`src/assert_macros.svh`:
```
// Assertion helpers used by the RTL datapath (phbs_dp)
`ifndef ASSERT_MACROS_SVH
`define ASSERT_MACROS_SVH
`ifndef ASSERT_OFF
`define ASSERT_CLK(lbl, clk, rst, prop, msg) \
   lbl: assert property (@(posedge clk) disable iff (rst) prop) else $error(msg);
`define ASSERT_NORST(lbl, clk, prop, msg) \
   lbl: assert property (@(posedge clk) prop) else $error(msg);
`else
`define ASSERT_CLK(lbl, clk, rst, prop, msg)
`define ASSERT_NORST(lbl, clk, prop, msg)
`endif
`endif

```
`src/phbs_pkg.sv`:
```
package phbs_pkg;

   localparam logic [2:0] MODE_SET   = 3'd0;
   localparam logic [2:0] MODE_ADD   = 3'd1;
   localparam logic [2:0] MODE_GET   = 3'd2;
   localparam logic [2:0] MODE_COUNT = 3'd3;
   localparam logic [2:0] MODE_MEAN  = 3'd4;
   localparam logic [2:0] MODE_VAR   = 3'd5;

   localparam logic REG_AZIMUTH   = 1'b0;
   localparam logic REG_ELEVATION = 1'b1;

   localparam logic [6:0] AZIMUTH_RESET   = 7'd64;
   localparam logic [5:0] ELEVATION_RESET = 6'd32;

   localparam logic [31:0] Q_ONE          = 32'h0001_0000;
   localparam logic [31:0] Q_NINETY_NINE  = 32'h0063_0000;
   localparam logic [31:0] Q_MAX          = 32'h7FFF_FFFF;
   localparam logic [31:0] Q_MIN          = 32'h8000_0000;

   typedef enum logic [3:0] {
      ST_CLEAR, ST_IDLE, ST_MOD, ST_ADDR, ST_READ, ST_RMW,
      ST_SCAN, ST_DRAIN, ST_DIV, ST_DONE
   } state_type;

   typedef enum logic [2:0] {
      RES_ZERO, RES_BIN, RES_COUNT, RES_QUO, RES_ONE, RES_NINETY_NINE
   } res_sel_type;

   typedef struct packed {
      logic        clr_step;
      logic        latch;
      logic        mod_step;
      logic        addr_calc;
      logic        rd_issue;
      logic        rmw;
      logic        scan_start;
      logic        scan_step;
      logic        div_start;
      logic        div_step;
      logic        res_load;
      res_sel_type res_sel;
   } cmd_type;

   typedef struct packed {
      logic       clr_last;
      logic       mod_last;
      logic       scan_last;
      logic       pipe_busy;
      logic       div_last;
      logic       n_zero;
      logic       out_free;
      logic [2:0] mode;
   } sts_type;

endpackage

```
`src/phbs_ctrl.sv`:
```
module phbs_ctrl (
   input  logic              clock,
   input  logic              reset,
   input  logic              req_valid,
   input  logic [2:0]        req_mode,
   output logic              req_ready,
   input  phbs_pkg::sts_type sts,
   output phbs_pkg::cmd_type cmd
);

   phbs_pkg::state_type state_ff, state_in;
   logic                pass2_ff, pass2_in;

   always_ff @(posedge clock) begin
      if (reset) begin
         state_ff <= phbs_pkg::ST_CLEAR;
         pass2_ff <= 1'b0;
      end else begin
         state_ff <= state_in;
         pass2_ff <= pass2_in;
      end
   end

   always_comb begin
      state_in  = state_ff;
      pass2_in  = pass2_ff;
      cmd       = '0;
      req_ready = 1'b0;
      unique case (state_ff)
         phbs_pkg::ST_CLEAR: begin
            cmd.clr_step = 1'b1;
            if (sts.clr_last) state_in = phbs_pkg::ST_IDLE;
         end
         phbs_pkg::ST_IDLE: begin
            req_ready = 1'b1;
            pass2_in  = 1'b0;
            if (req_valid) begin
               cmd.latch = 1'b1;
               case (req_mode) inside
                  phbs_pkg::MODE_SET, phbs_pkg::MODE_ADD, phbs_pkg::MODE_GET:
                     state_in = phbs_pkg::ST_MOD;
                  phbs_pkg::MODE_COUNT, phbs_pkg::MODE_MEAN, phbs_pkg::MODE_VAR:
                     state_in = phbs_pkg::ST_SCAN;
                  default: state_in = phbs_pkg::ST_DONE;
               endcase
            end
         end
         phbs_pkg::ST_MOD: begin
            cmd.mod_step = 1'b1;
            if (sts.mod_last) state_in = phbs_pkg::ST_ADDR;
         end
         phbs_pkg::ST_ADDR: begin
            cmd.addr_calc = 1'b1;
            state_in = phbs_pkg::ST_READ;
         end
         phbs_pkg::ST_READ: begin
            cmd.rd_issue = 1'b1;
            state_in = phbs_pkg::ST_RMW;
         end
         phbs_pkg::ST_RMW: begin
            cmd.rmw = 1'b1;
            state_in = phbs_pkg::ST_DONE;
         end
         phbs_pkg::ST_SCAN: begin
            cmd.scan_step = 1'b1;
            if (sts.scan_last) state_in = phbs_pkg::ST_DRAIN;
         end
         phbs_pkg::ST_DRAIN: begin
            if (!sts.pipe_busy) begin
               if (sts.mode == phbs_pkg::MODE_COUNT || sts.n_zero) begin
                  state_in = phbs_pkg::ST_DONE;
               end else begin
                  cmd.div_start = 1'b1;
                  state_in = phbs_pkg::ST_DIV;
               end
            end
         end
         phbs_pkg::ST_DIV: begin
            cmd.div_step = 1'b1;
            if (sts.div_last) begin
               if (sts.mode == phbs_pkg::MODE_VAR && !pass2_ff) begin
                  // mean is known: second pass for the squared deviations
                  cmd.scan_start = 1'b1;
                  pass2_in = 1'b1;
                  state_in = phbs_pkg::ST_SCAN;
               end else begin
                  state_in = phbs_pkg::ST_DONE;
               end
            end
         end
         phbs_pkg::ST_DONE: begin
            if (sts.out_free) begin
               cmd.res_load = 1'b1;
               case (sts.mode) inside
                  phbs_pkg::MODE_SET, phbs_pkg::MODE_ADD, phbs_pkg::MODE_GET:
                     cmd.res_sel = phbs_pkg::RES_BIN;
                  phbs_pkg::MODE_COUNT: cmd.res_sel = phbs_pkg::RES_COUNT;
                  phbs_pkg::MODE_MEAN:
                     cmd.res_sel = sts.n_zero ? phbs_pkg::RES_ONE : phbs_pkg::RES_QUO;
                  phbs_pkg::MODE_VAR:
                     cmd.res_sel = sts.n_zero ? phbs_pkg::RES_NINETY_NINE
                                              : phbs_pkg::RES_QUO;
                  default: cmd.res_sel = phbs_pkg::RES_ZERO;
               endcase
               state_in = phbs_pkg::ST_IDLE;
            end
         end
         default: state_in = phbs_pkg::ST_CLEAR;
      endcase
   end

endmodule

```
`config.mk`:
```
export PLATFORM = sky130hd
export DESIGN_NAME = phbs_ctrl
export DESIGN_NICKNAME = d
export VERILOG_FILES = /design/src/assert_macros.svh /design/src/phbs_pkg.sv /design/src/phbs_ctrl.sv
export SDC_FILE = /design/constraint.sdc
export NUM_CORES = 1
export LEC_CHECK = 0
export BUFFER_PORTS_ARGS = -buffer_cell sky130_fd_sc_hd__buf_4
export CAP_MARGIN = 25
export CORE_UTILIZATION = 49
export DETAILED_ROUTE_END_ITERATION = 10
export HOLD_SLACK_MARGIN = 0.08
export PLACE_DENSITY_LB_ADDON = 0.12
export SLEW_MARGIN = 20
export SYNTH_ARGS = -nofsm -noshare
export SYNTH_HDL_FRONTEND = slang
export SYNTH_SLANG_ARGS = --single-unit
```
`constraint.sdc`:
```
create_clock -name clock -period 3 [get_ports clock]
set_clock_uncertainty 0.05 [all_clocks]
set_input_delay 0.3 -clock clock [delete_from_list [all_inputs] [get_ports clock]]
set_output_delay 0.3 -clock clock [all_outputs]
set_load 0.005 [all_outputs]
```
# == Word level (Yosys, flattened, before mapping) ==
# Index checks and enable logic that the tools add are counted.
# totals
register_bits,5
in_bits,16
output_inout_bits,15
elab_cells,80
# classes
n_eq_ne,27
muxes,39
reduce_logical,12
# op_table
operator,n
4-bit two-way mux,12
4-bit case mux with 10 select lines,1
1-bit two-way mux,19
3-bit two-way mux,6
4-bit by 3-bit == test with 1-bit output (second input constant),4
2-bit != test (second input constant),8
3-bit by 2-bit == test with 1-bit output (second input constant),4
3-bit == test (second input constant),4
3-bit OR reduction,3
4-bit by 2-bit == test with 1-bit output (second input constant),2
4-bit == test (second input constant),2
7-bit AND reduction,1
3-bit by 1-bit == test with 1-bit output (second input constant),2
3-bit logical NOT,2
4-bit by 1-bit == test with 1-bit output (second input constant),1
4-bit logical NOT,1
3-bit AND reduction,1
1-bit case mux with 2 select lines,1
2-bit nonzero test,1
1-bit logical AND,1
1-bit logical NOT,1
1-bit logical OR,1

# == Logic depth before layout (Yosys ltp) ==
# Gate-level depths: netlist (run 1).
# logic_depth
ltp_word,7
ltp_mapped,6
mapped_depth_nobuf,4

# == Least setup slack after synthesis (run 1) ==
# OpenSTA, ideal clock, no wires.
# synth_path
path_type,register -> output
startpoint,register state_ff[2]
endpoint,output port cmd[12] (netlist bit)
arrival_ns,1.173
setup_slack_ns,1.477
path_stages_with_launch,5
n_path_buf,1
cell_sequence,dfxtp_1 > buf_6 > or4b_4 > inv_1 > and2_1
# synth_lines
item,line,text
start: declaration,phbs_ctrl.sv:11,"phbs_pkg::state_type state_ff, state_in;"
start signal: assignment,phbs_ctrl.sv:16,state_ff <= phbs_pkg::ST_CLEAR;
start signal: assignment,phbs_ctrl.sv:19,state_ff <= state_in;
end: declaration,phbs_ctrl.sv:8,output phbs_pkg::cmd_type cmd

==> summary.txt, run 1 <==
Run status
  – Outcome: finished clean

Placement
  – Post-Place Worst Slack: 1.10 ns
  – IO Port Bufs: 30
  – DP HPWL: 1230 um
  – Placed cells: 121
  – RD Place Congestion: 0.973

Routing
  – Routed vias/inst: between 5 and 6
  – Drt first-iter violations: 12
  – DRT Pass-1 Iters: 4
  – Post-route ant nets: 0
  – DRC Markers: 0
  – Drt total wl: 1620 um
  – Vias: 726
  – Wire per inst: 13.0 um

Synth
  – Top_reg_cell synth: dfxtp_1
  – Synth unique cells: 39
  – Mean Syn Cell Area: 8.06 um2
  – Synth Area in XOR/XNOR: 0%
  – Synth Area in Compound Gates: ~22%
  – Synth Cell Area: 669 um2
  – Sequential-to-total area share from yosys stat: 15.0%
  – Warnings from Yosys: 0
  – Synth Area in Adders: 0%
  – EDFF count, synth: 0
  – Synth Register Bits: 5
  – Mux share of post-synthesis cell area: 4.67%
  – Yosys top cell area share: between 10% and 20%
  – Synthesized instance count: 83
  – Synth area leaders: dfxtp_1 (15%), buf_6 (6.7%), nor3_1 (4.5%)
  – Synth Net Count: 99
  – Largest family of logic cells by synthesized area: simple AND/OR/NAND/NOR gates
  – Synth Area in Simple Gates: about 46%
  – Synth area leader: dfxtp_1
  – Async SR Flop Fraction: 0%

Die
  – Die ar.: roughly 1500 um2
  – Vert. Die Dim: 39.0 um
  – Die Width: around 40 um
  – Row Count: 12
  – Initial Util: 56.4%
  – Core ar.: 1190 um2
  – Num ports: 31

GRT
  – Global-route usage over all layers: between 20% and 30%
  – Vias in the first global route: 656
  – Largest net degree at the start of global routing: 20
  – Antenna violations before repair: 0
  – GRT overflow: 0
  – First-pass GRT wire length: 2680 um

Clocking
  – Clk slew on worst S/H paths: roughly 0.050 ns
  – CTS-repair resized insts: 0
  – CTS Sinks: 5
  – Clk_lat worst skew: 0.24 ns
  – CTS max path bufs: 2
  – Root Buffer: clkbuf_4
  – H-tree levels: 1
  – CTS Buf Count: 3
  – Post CTS Setup Buffer Count: 0
  – CTS tree: built
  – Hold buffers post-CTS: 0

Timing
  – Worst Tran Pin Value: 0.623 ns
  – Fmax achieved: 462 MHz
  – Relative max-transition margin: around three fifths
  – Final setup violating endpoints: 0
  – RSZ-0062 raised after global routing: false
  – Hold Vio Cnt, Final: 0
  – Worst hold margin: 0.222 ns
  – Setup TNS: 0 ns
  – Post-route setup slack: roughly 0.83 ns
  – Final Max Tran Viols: 0
  – Final worst path period share: 72.2%
  – Min Tclk post-route: 2.17 ns

Worst setup path
  – CP peak stage delay: ~0.7 ns
  – CP Data Arrival Time: 1.82 ns
  – Buf/Inv on CP: 2
  – Critical-path top delay cell: dfxtp_1
  – Critical path launch point type: flop
  – CP Class: reg -> out
  – Critical Path, Cell by Cell: or4b_4, inv_1, and2_1, buf_4
  – Critical Path Fanout Max: 19
  – Worst Setup End Kind: primary output
  – Critical Path RT: between 2 and 3 ns
  – CP top delay family: flip-flops

Final layout
  – Final core utilization: 74.1%
  – Nets: 128
  – Fin cells: 125
  – Layout cells sized above 1: 35.1%
  – # diodes: 0
  – Most frequent cells in the layout: buf_4 (30), nor2_1 (7), nor3_1 (6), inv_1 (6), nand2_1 (6)
  – Commonest non-fill, non-tap cell in the layout: buf_4
  – Area grow syn2layout: 31.2%

Pwr
  – Leak pwr: 0.403 nW
  – Pwr/cell area: between 500 and 600 nW/um2
  – Worst VDD drop: 0.507 mV

Flow run
  – Max Cap Violations: 0

Worst hold path
  – HP Class: in -> reg
-- power by group --
group	total, mW	internal, mW	switching [mW]	leakage [nW]
Sequential	0.148	0.0820	0.0659	0.0407
Combinational	0.275	0.156	0.119	0.347
Clock	0.0786	0.0503	0.0283	0.0150
Total	0.501	0.288	0.213	0.403
-- metrics by stage --
stage,power (mW),instance area [um2]
CTS,0.503,878
global route,0.543,878
detailed placement,0.423,852
finish,0.501,878
global placement,0.418,852
floorplan,0.361,669
-- layout make-up --
type,instances,area [um2]
sequential,5,100
multi-input combinational,66,487
inverter,6,22.5
clock buffer,4,26.3
fill,103,308
timing repair buffer,30,225
tap,14,17.5
-- synthesized netlist by cell type, types with 2 or more instances --
| master | number |
|---|---|
| inv_1 | 6 |
| and3b_1 | 3 |
| o32ai_1 | 2 |
| a21oi_1 | 3 |
| nor3b_1 | 3 |
| buf_6 | 4 |
| nor3_1 | 6 |
| or3_1 | 2 |
| and2_1 | 3 |
| nor2_1 | 7 |
| a21o_1 | 2 |
| mux2i_1 | 2 |
| dfxtp_1 | 5 |
| nand2b_1 | 3 |
| buf_4 | 2 |
| nor2b_1 | 2 |
| nand2_1 | 6 |
-- routing by layer --
| layer | vias to the layer above | wire (um) | track usage [%] |
|---|---|---|---|
| met5 | - | 0 | 0 |
| met4 | 0 | 0 | 3.45 |
| met3 | 0 | 153 | 6.36 |
| met2 | 38 | 800 | 44.6 |
| met1 | 328 | 667 | 30.9 |
| li1 | 360 | - | - |
-- final timing paths --
| path | start | end | slack, ns | depth (start not counted) |
|---|---|---|---|---|
| worst min-delay path | reset | pass2_ff | 0.22 | 2 |
| worst min register to register | pass2_ff | pass2_ff | 0.42 | 2 |
| worst max register to register | state_ff[0] | state_ff[3] | 1.09 | 4 |
| worst max-delay path | state_ff[0] | cmd[12] | 0.83 | 4 |
-- cells by family (layout without fill, tap and decap cells) --
family / after synthesis / count (layout)
AOI/OAI and AO/OA: 17 / 17
buffers and inverters: 12 / 40
DFF: 5 / 5
muxes: 3 / 3
and+or+nand+nor: 46 / 46
-- flip-flops by register name (all words and copies together) (netlist names) --
register  count
pass2_ff      1
state_ff      4
No activity file was read; power rests on OpenSTA's default activity.
==> run 2: changes to the inputs <==
- CORE_UTILIZATION: 49 -> 45
- clock period: 3 -> 2.02 ns (I/O delays scaled with it)
==> run 2 against run 1 <==
Net effect:
- critical path depth grew 1
- flip-flop and latch count did not move
- sequential share of layout area fell by 0.27 points
- sequential power rose by 30%
- utilization is 7.4 points lower
- largest power group unchanged
==> summary.txt, run 2 (synthesis gave the netlist of run 1 again) <==
Worst setup path
  – Critical Path Fanout Max: 9 (-10)
  – CP Class: reg -> out
  – Critical path launch point type: flop
  – CP peak stage delay: 0.52 ns (-0.19 ns)
  – FF-to-FF path depth: 4 (unchanged)
  – Critical-path top delay cell: or4b_4
  – Critical Path, Cell by Cell: buf_4, or4b_4, inv_1, and2_1, buf_4
  – CP Data Arrival Time: 1.68 ns (-0.14 ns)
  – Cell repeated most along the worst path: buf_4
  – Worst Setup End Kind: primary output
  – Critical Path RT: 1.77 ns (-0.88 ns)

Pwr
  – Comb pwr share: 59.8% (+5.0 points)
  – Clk pwr share: 15.5% (-0.2 points)
  – Pwr/cell area: 864 nW/um2 (+51%)
  – Flop pwr share: 24.7% (-4.8 points)
  – Net Sw Power: 0.334 mW (+57%)
  – Sw frac: 43.0% (+0.52 points)
  – Leak pwr: 0.413 nW (+2.7%)
  – Pwr Total: 0.777 mW (+55%)
  – Internal power: 0.443 mW (+54%)
  – Worst VDD drop: 0.438 mV (-14%)

Clocking
  – CTS Sinks: 5 (unchanged)
  – Root Buffer: clkbuf_4
  – H-tree levels: 1 (unchanged)
  – Clk slew on worst S/H paths: 0.05 ns (about the same)
  – Hold buffers post-CTS: 0 (unchanged)
  – CTS tree: built
  – Post CTS Setup Buffer Count: 0 (unchanged)
  – Clk_lat worst skew: 0.25 ns (about the same)
  – CTS Buf Count: 3 (unchanged)
  – CTS max path bufs: 2 (unchanged)

Final layout
  – Largest registers: state_ff x4, pass2_ff x1
  – Commonest non-fill, non-tap cell in the layout: buf_4
  – Layout cells sized above 1: 37.2% (+2.0 points)
  – Most flops, register: state_ff
  – Max reg flops: 4 (unchanged)
  – Area grow syn2layout: 34.4%
  – Most frequent cells in the layout: buf_4 (32), nor2_1 (7), inv_1 (6), nand2_1 (6)
  – Final core utilization: 66.6% (-7.4 points)
  – # diodes: 0 (unchanged)
  – Nets: 130 (+1.6%)
  – Post-route cell area: 900 um2 (+2.4%)

Die
  – Num ports: 31 (unchanged)
  – Core ar.: 1350 um2 (+14%)
  – Die ar.: 1650 um2 (+8.4%)
  – Row Count: 13 (+1)
  – Die Width: 40.6 um (+4.1%)
  – Initial Util: 49.6% (-6.9 points)
  – Vert. Die Dim: 40.6 um (+4.1%)

Timing
  – Min Tclk post-route: 1.93 ns
  – Final setup violating endpoints: 0 (unchanged)
  – Fmax achieved: 519 MHz
  – Final Max Tran Viols: 0 (unchanged)
  – Relative max-transition margin: 68.2% (+9.8 points)
  – RSZ-0062 raised after global routing: false
  – Hold Vio Cnt, Final: 0 (unchanged)
  – Worst Tran Pin Value: 0.477 ns (-0.146 ns)
  – Setup TNS: 0 ns (unchanged)
  – Final worst path period share: between 90% and 100%

GRT
  – Largest net degree at the start of global routing: 14 (-30%)
  – Vias in the first global route: 619 (-5.6%)
  – First-pass GRT wire length: 2600 um (-2.8%)
  – Antenna violations before repair: 0 (unchanged)
  – GRT overflow: 0 (unchanged)
  – Global-route usage over all layers: 23.8% (-1.5 points)

Placement
  – DP HPWL: 1320 um (+7.5%)
  – IO Port Bufs: 30 (unchanged)
  – Area post-placement: 868 um2 (+1.9%)
  – RD Place Congestion: 0.915 (-6.0%)

Routing
  – Drt first-iter violations: 12 (unchanged)
  – DRT Pass-1 Iters: 4 (unchanged)
  – Post-route ant nets: 0 (unchanged)
  – Vias: 747 (+2.9%)
  – DRC Markers: 0 (unchanged)
  – Wire per inst: 13.4 um (+3.6%)
  – Drt total wl: 1720 um (+6.0%)
  – Routed vias/inst: 5.84 (+0.48%)

Flow run
  – Max Cap Violations: 0 (unchanged)

Worst hold path
  – HP Class: in -> reg
  – Hold Crit Depth: 2 (unchanged)

Run status
  – Outcome: finished clean
[run 2: changes by cell type in the layout (fill, tap and decap cells not counted)]
cell    previous run  this run
nor3_2             0         1
buf_4             30        32
nor3_1             6         5
[run 2: power groups by stage]
stage | Sequential (mW) | Clock, mW | Combinational [mW]
2_1_floorplan | 0.138 | 0 | 0.398
3_3_place_gp | 0.192 | 0 | 0.457
3_5_place_dp | 0.192 | 0 | 0.460
4_1_cts | 0.190 | 0.123 | 0.462
5_1_grt | 0.196 | 0.132 | 0.510
6_report | 0.192 | 0.121 | 0.465
[run 2: routing by layer]
layer	vias up	global-route usage [%]	share of wire, %	wire length (um)
met2	32	42.9	49	848
met5	-	0	0	0
li1	365	-	-	-
met4	0	5.83	0	0
met3	0	7.22	5.6	97
met1	350	26.6	45	773
[run 2: stage by stage]
step / std cells / setup WS [ns] / hold slack (ns)
after global routing: 128 / 0.0115 / 0.0884
after CTS: 128 / 0.102 / 0.0927
after detailed placement: 124 / 0.318 / 0.354
final: 128 / 0.0925 / 0.102
after floorplan: 83 / 0.542 / 0.221
after global placement: 124 / 0.345 / 0.355
[run 2: area by class of cell]
cell class | count | area, um2
clock buffers | 4 | 26.3
fillers | 122 | 450
inverters | 6 | 22.5
multi-input cells | 66 | 492
flip-flops and latches | 5 | 100
well taps | 15 | 18.8
repair buffers | 32 | 240
[run 2: worst paths after layout]
kind / from / endpoint / slack [ns]
max: state_ff[3] / cmd[12] / 0.09
min: reset / pass2_ff / 0.10
max reg2reg: state_ff[2] / state_ff[3] / 0.26
min reg2reg: pass2_ff / pass2_ff / 0.41
[run 2: timing repair]
item	4_1_cts	5_1_grt
endpoints found under the hold margin	0	0
resized for setup	0	1
setup endpoints to repair	0	1
[run 2: critical path: cells and delay by family, from the launching register on]
family / cells / cell delay (ns)
simple gates: 2 / 0.64
flops: 1 / 0.40
buf+inv: 3 / 0.39
